File: config.mk
export PLATFORM = sky130hd
export DESIGN_NAME = aadcm_cordic
export DESIGN_NICKNAME = d
export VERILOG_FILES = /design/src/aadcm_pkg.sv /design/src/aadcm_cordic.sv
export SDC_FILE = /design/constraint.sdc
export NUM_CORES = 2
export LEC_CHECK = 0
export BUFFER_PORTS_ARGS = -buffer_cell sky130_fd_sc_hd__buf_4
export CAP_MARGIN = 20
export CELL_PAD_IN_SITES_DETAIL_PLACEMENT = 2
export CELL_PAD_IN_SITES_GLOBAL_PLACEMENT = 2
export CORE_MARGIN = 2
export CORE_UTILIZATION = 40
export DETAILED_ROUTE_END_ITERATION = 10
export GPL_TIMING_DRIVEN = 0
export PLACE_DENSITY = 0.82
export SKIP_LAST_GASP = 1
export SYNTH_ARGS = -nofsm -noshare
export SYNTH_HDL_FRONTEND = slang
export SYNTH_SLANG_ARGS = --single-unit
File: constraint.sdc
create_clock -name clk -period 5.3 [get_ports clk]
set_input_delay 0.53 -clock clk [delete_from_list [all_inputs] [get_ports clk]]
set_output_delay 0.53 -clock clk [all_outputs]
set_load 0.02 [all_outputs]
File: src/aadcm_pkg.sv
package aadcm_pkg;

    localparam int SINE_STAGES_DEF = 16;
    localparam int MIN_STAGES      = 8;
    localparam int MAX_STAGES      = 24;
    localparam int STAGE_IDX_W     = 5;

    localparam logic signed [15:0] ONE_Q14 = 16'sd16384;

    // atan of 2^-i in 2^32-per-turn units
    function automatic logic signed [31:0] atan_turn(input logic [STAGE_IDX_W-1:0] i);
        logic signed [31:0] v;
        case (i)
            5'd0:    v = 32'sd536870912;
            5'd1:    v = 32'sd316933406;
            5'd2:    v = 32'sd167458907;
            5'd3:    v = 32'sd85004756;
            5'd4:    v = 32'sd42667331;
            5'd5:    v = 32'sd21354465;
            5'd6:    v = 32'sd10679838;
            5'd7:    v = 32'sd5340245;
            5'd8:    v = 32'sd2670163;
            5'd9:    v = 32'sd1335087;
            5'd10:   v = 32'sd667544;
            5'd11:   v = 32'sd333772;
            5'd12:   v = 32'sd166886;
            5'd13:   v = 32'sd83443;
            5'd14:   v = 32'sd41722;
            5'd15:   v = 32'sd20861;
            5'd16:   v = 32'sd10430;
            5'd17:   v = 32'sd5215;
            5'd18:   v = 32'sd2608;
            5'd19:   v = 32'sd1304;
            5'd20:   v = 32'sd652;
            5'd21:   v = 32'sd326;
            5'd22:   v = 32'sd163;
            5'd23:   v = 32'sd81;
            default: v = 32'sd0;
        endcase
        return v;
    endfunction

    // cordic gain correction for n stages, Q2.30
    function automatic logic signed [33:0] cordic_gain(input int n);
        logic [63:0] t;
        t = (64'd434688583 + (64'd1 << (2 * n - 1))) >> (2 * n);
        return 34'sd652032874 + $signed({2'b00, t[31:0]});
    endfunction

    function automatic int clamp_stages(input int n);
        if (n < MIN_STAGES) return MIN_STAGES;
        if (n > MAX_STAGES) return MAX_STAGES;
        return n;
    endfunction

endpackage

File: src/aadcm_cordic.sv
module aadcm_cordic
    import aadcm_pkg::*;
#(
    parameter int SINE_STAGES = SINE_STAGES_DEF
)
(
    input  logic               clk,
    input  logic               rst_n,
    input  logic               adv,
    input  logic               in_valid,
    input  logic signed [15:0] angle,
    output logic               out_valid,
    output logic signed [33:0] cos_q30,
    output logic signed [33:0] sin_q30
);

    localparam int N = clamp_stages(SINE_STAGES);

    // stage 0 registers the folded angle, stages 1..N iterate, stage N+1 unfolds
    logic               vld_reg  [N+2];
    logic signed [33:0] x_reg    [N+1];
    logic signed [33:0] y_reg    [N+1];
    logic signed [33:0] z_reg    [N+1];
    logic               flip_reg [N+1];
    logic signed [33:0] cos_reg, sin_reg;

    logic signed [33:0] z0_next;
    logic               flip_next;

    always_comb
    begin
        z0_next   = $signed({{2{angle[15]}}, angle, 16'd0});
        flip_next = 1'b0;
        if (z0_next > 34'sd1073741824)
        begin
            z0_next   = z0_next - 34'sd2147483648;
            flip_next = 1'b1;
        end
        else if (z0_next < -34'sd1073741824)
        begin
            z0_next   = z0_next + 34'sd2147483648;
            flip_next = 1'b1;
        end
    end

    always_ff @(posedge clk or negedge rst_n)
    begin
        if (!rst_n)
        begin
            for (int k = 0; k < N + 2; k++)
            begin
                vld_reg[k] <= 1'b0;
            end
        end
        else if (adv)
        begin
            vld_reg[0] <= in_valid;
            for (int k = 1; k < N + 2; k++)
            begin
                vld_reg[k] <= vld_reg[k-1];
            end
        end
    end

    always_ff @(posedge clk)
    begin
        if (adv)
        begin
            x_reg[0]    <= cordic_gain(N);
            y_reg[0]    <= '0;
            z_reg[0]    <= z0_next;
            flip_reg[0] <= flip_next;
            for (int k = 0; k < N; k++)
            begin
                flip_reg[k+1] <= flip_reg[k];
                if (z_reg[k] >= 0)
                begin
                    x_reg[k+1] <= x_reg[k] - (y_reg[k] >>> k);
                    y_reg[k+1] <= y_reg[k] + (x_reg[k] >>> k);
                    z_reg[k+1] <= z_reg[k] - 34'(atan_turn(STAGE_IDX_W'(k)));
                end
                else
                begin
                    x_reg[k+1] <= x_reg[k] + (y_reg[k] >>> k);
                    y_reg[k+1] <= y_reg[k] - (x_reg[k] >>> k);
                    z_reg[k+1] <= z_reg[k] + 34'(atan_turn(STAGE_IDX_W'(k)));
                end
            end
            cos_reg <= flip_reg[N] ? -x_reg[N] : x_reg[N];
            sin_reg <= flip_reg[N] ? -y_reg[N] : y_reg[N];
        end
    end

    assign out_valid = vld_reg[N+1];
    assign cos_q30   = cos_reg;
    assign sin_q30   = sin_reg;

endmodule

======== Yosys cells after proc, flatten, opt, wreduce, memory -nomap -nowiden ========
Memory sizes are Yosys's and may differ from the RTL's.
Cells that the tools add are included.
word-level totals
  register bits ........................... 86
  latch bits .............................. 0
  memory bits (writable) .................. 1751
  memory bits (read-only) ................. 0
  input bits .............................. 20
  logic and storage cells ................. 405
  memories kept ........................... 4
memories
  name      words  bits a word  rd ports  clocked after Yosys merged registers in  write ports  line                source
  x_reg     17     34           17        0                                        17           aadcm_cordic.sv:21  logic signed [33:0] x_reg [N+1];
  y_reg     17     34           17        0                                        17           aadcm_cordic.sv:22  logic signed [33:0] y_reg [N+1];
  z_reg     17     34           16        0                                        17           aadcm_cordic.sv:23  logic signed [33:0] z_reg [N+1];
  flip_reg  17     1            17        0                                        17           aadcm_cordic.sv:24  logic flip_reg [N+1];
cells by class
  add/subtract/negate cells ............... 99
  $mul .................................... 0
  divide/modulo/power cells ............... 0
  order comparisons ....................... 18
  equal/unequal tests ..................... 0
  shift-type cells ........................ 0
  multiplexer cells ....................... 216
  bitwise gates (word level) .............. 48
  reductions and logical operators ........ 0
operator list
  operator             number
  $mux 32              64
  $mux 34              52
  $add 34x32->34       18
  $sub 34x32->34       18
  $ge 34x1->1 const B  16
  $mux 1               100
  $add 34x19->34       2
  $add 34x20->34       2
  $add 34x21->34       2
  $add 34x22->34       2
  $add 34x23->34       2
  $add 34x24->34       2
  $add 34x25->34       2
  $add 34x26->34       2
  $add 34x27->34       2
  $add 34x28->34       2
  $add 34x29->34       2
  $add 34x30->34       2
  $add 34x31->34       2
  $add 34x33->34       2
  $neg 34->34          2
  $sub 34x19->34       2
  $sub 34x20->34       2
  $sub 34x21->34       2
  18 further kinds     77

======== Longest topological paths before layout ========
  depth after elaboration ................. 5
  gate-level depth with buffers ........... 21
  mapped depth without buffers ............ 21

======== Least setup slack after synthesis ========
Ideal clock, no wire load.
  path kind ............................... input to register
  start ................................... input adv
  end ..................................... memory z_reg[9][31], data pin
  arrival ................................. 4.871 ns
  required time ........................... 5.042 ns
  path slack .............................. 0.171 ns
  stages .................................. 20
  path through ............................ clkbuf_1 clkbuf_1 nand2_1 inv_1 clkbuf_1 buf_1 ha_1 inv_1 fa_1 nor2b_1 o21ai_0 a21o_1 a21oi_1 o21ai_0 o31ai_1 a221oi_1 o311ai_0 a21o_1 a21oi_1 xnor2_1
RTL lines
  item             line                source
  start, declared  aadcm_cordic.sv:9   input logic adv,
  end, declared    aadcm_cordic.sv:23

==> results.md <==
- Tmin final: 5.22 ns
- Area growth, synth to finish: 13.0%
- Worst-case setup margin in the final layout: 0.0768 ns
- Number of buffers inserted during clock tree synthesis: between 150 and 200
- Worst slew slack as a fraction of its limit: between 20 and 30%
- R2r worst-path depth: 17
- Die width: 564 um
- Clock tree root buffer cell: clkbuf_16
- Initial antenna violation count: 12
- Routed Wire Length: 450 mm
- Vias per inst: 5.94
- Remaining antenna violation count after routing: 0
- Post-synthesis instance total: 12800
- Reg-to-reg startpoint: x_reg[6][9]
- Slowest stage delay, CP: 0.72 ns
- Placer Congestion: 0.903
- Filler-free cell count of the finished design: ~18000
- Placement-stage worst setup slack: -3.59 ns
- Final critical-path share of the clock period: 98.6%
- Final core utilization: 45.4%
- Final #Nets: between 10000 and 15000
- Commonest non-fill, non-tap cells in the layout: edfxtp_1, ha_1, xnor2_1, a21oi_1, nor2_1
- Port bufs: 88
- Ranking of synthesized cells by area: edfxtp_1, ha_1, xnor2_1
- Router iterations before antenna repair: 6
- Total via count in the routed design: between 100k and 150k
- Syn Area/Cell: a little under 10 sq um
- Fraction of final layout cells with drive strength greater than 1: around 8%
- Critical path's slowest cell: a2111oi_0
- Initial Util: between 40 and 50%
- Die Y: around 560 um
- Prevailing post-synth register cell: edfxtp_1
- Number of flops mapped to enable cells by yosys: roughly 1500
- Total core area: 312000 sq um
- TNS Setup: 0 ns
- Data required time at the worst endpoint: 5.98 ns
- Transition time at the pin with the least slew margin: ~1.1 ns
- Signal arrival time at the worst endpoint: 5.91 ns
- Synthesized area: 126000 sq um
- Net count after synthesis: 14300
- H-tree levels: 4
- R2R Setup Slk: 0.08 ns
- Highest achievable clock rate: 191 MHz
- Vias in the first global route: between 100k and 150k
- Worst R2R End: y_reg[7][32]
- Placed insts: around 17000
- Number of library cell types mapped by synthesis: 100
- Worst path most repeated cell: a21oi_1
- Detail Placement HPWL: 346 mm
- Max-capacitance violation count: 0
- Yosys reg bits: 1549
- Maximum buffer depth of the clock tree: 4
- All-layer global routing usage: 27.2%
- Number of slew-limit violations in the final report: 0
- Peak fanout along the critical path: 5
- # setup viols final: 0
- Maximum number of pins on one net before global-route repair: 75
- Post-synth top area cell: edfxtp_1
- Full die area: 318000 sq um
- Setup repair after global routing missed its margin: yes
- Outcome: finished clean
- Rows: about 210
- First-pass GRT wire length: 688 mm
- Type of the worst min-delay path: in -> async
- Crit-path cells: or4_4, nor3_4, nor4b_4, buf_4, nor2_1, xnor2_1, ha_1, a2111oi_0, nand2_1, a21oi_1, o31ai_1, a41o_1, a21oi_1, a21oi_1, a21o_1, a21oi_1, xnor2_1
- Worst Skew: 0.0834 ns
- Element type at the critical path end: flop
- Total of warnings raised by yosys: 0
- Post-synth top area share: between 30% and 40%
- Count of endpoints failing hold in the final timing report: 0
- Setup CP Type: reg -> reg
- Sequential area share after synthesis: 37.0%
- Clock edge transition at the registers on the reported setup and hold paths: 0.06 ns
- Wire per inst: between 20 and 30 um
- Remaining DRCs: 0
- GRT Residual Overflow: 0
- Number of flip-flops under the largest register name: 511
- Proportion of synthesized flip-flops having asynchronous set or reset: 1.16%
- IO Pins: slightly below 90
- Leading cell type in the layout, fill and taps excluded: edfxtp_1
- Insertion delay of the later-clocked pin in the worst-skew pair: 0.93 ns
- Sinks on Clock Net: 1549
- Fill cell total of the finished layout: 32700
- Startpoint type of the worst setup path: flop
- TritonCTS clock tree: built
- Number of DRC violations after detailed-routing iteration 0: 6052
worst max path at each step:
stage / from / slack [ns] / to
4_1_cts: z_reg[8][33] / -0.006 / y_reg[9][22]
3_5_place_dp: adv / -3.59 / y_reg[9][22]
5_1_grt: x_reg[3][8] / -0.17 / y_reg[4][32]
6_report: x_reg[6][9] / 0.08 / y_reg[7][32]
2_1_floorplan: adv / 0.17 / z_reg[9][31]
3_3_place_gp: adv / -7.21 / y_reg[9][22]
metrics by stage:
step                area, sq um  hold WS [ns]
floorplan                126000         0.234
global placement         131000         0.401
detailed placement       132000         0.406
CTS                      140000        0.0335
global route             142000        0.0914
finish                   142000         0.143
layout make-up:
type	instances	area, sq um	share of cell area (%)
clock buffer	235	5120	3.61
multi-input combinational	10500	78000	55.0
timing repair buffer	278	2640	1.86
antenna	2	5.00	0.00353
inverter	566	2150	1.52
sequential	1549	46400	32.7
buffer	186	1000	0.706
tap	4140	5180	3.65
clock inverter	118	1320	0.931
critical path: cells and delay by family, from the launching register on:
kind	cells	cell delay [ns]
buf+inv	1	0.17
xor+xnor	2	0.34
compound gates	8	2.32
fa+ha+maj	1	0.35
simple gates	5	1.34
flops	1	0.52
synth_stat cells (155+ instances only):
| library cell | n |
|---|---|
| nor3_1 | 247 |
| o21bai_1 | 186 |
| o21a_1 | 188 |
| nor2_1 | 941 |
| clkbuf_1 | 164 |
| o21ai_0 | 726 |
| inv_1 | 560 |
| nand3_1 | 206 |
| ha_1 | 1379 |
| nand2b_1 | 234 |
| edfxtp_1 | 1531 |
| a21o_1 | 634 |
| nand2_1 | 737 |
| o31ai_1 | 155 |
| a21oi_1 | 1256 |
| xor2_1 | 633 |
| xnor2_1 | 1249 |
| nor2b_1 | 160 |
what timing repair did:
item	in CTS	in global routing
pin swaps	19	57
endpoints found under the setup margin	544	169
endpoints found under the hold margin	37	0
hold buffers	18	0
gates resized for setup	207	277
setup buffers	43	100
per-layer routing:
| layer | part of all wire (%) | vias to the layer above | routed length, um | track usage [%] |
|---|---|---|---|---|
| li1 | - | 48600 | - | - |
| met2 | 51 | 1929 | 229000 | 49.8 |
| met5 | 0.017 | - | 77 | 0 |
| met1 | 41 | 53300 | 186000 | 32.3 |
| met4 | 4.6 | 12 | 20500 | 11.1 |
| met3 | 3.2 | 814 | 14600 | 2.65 |
cell families (layout without fill, tap and decap cells):
logic type | Yosys count | in the layout | synth area share [%]
buffers and inverters | 760 | 1383 | 2.28
adder cells (fa/ha/maj) | 1421 | 1421 | 14.4
XOR/XNOR | 1884 | 1884 | 13.2
AND/OR/NAND/NOR | 3171 | 3171 | 12.3
AO/OA/AOI/OAI | 3931 | 3931 | 19.9
other | 0 | 2 | 0
flip-flops | 1549 | 1549 | 37.0
multiplexers | 110 | 110 | 0.930
Power is left out: the tool's default activity adds up to more than one toggle a clock period on the data nets, which glitch-free logic cannot reach.
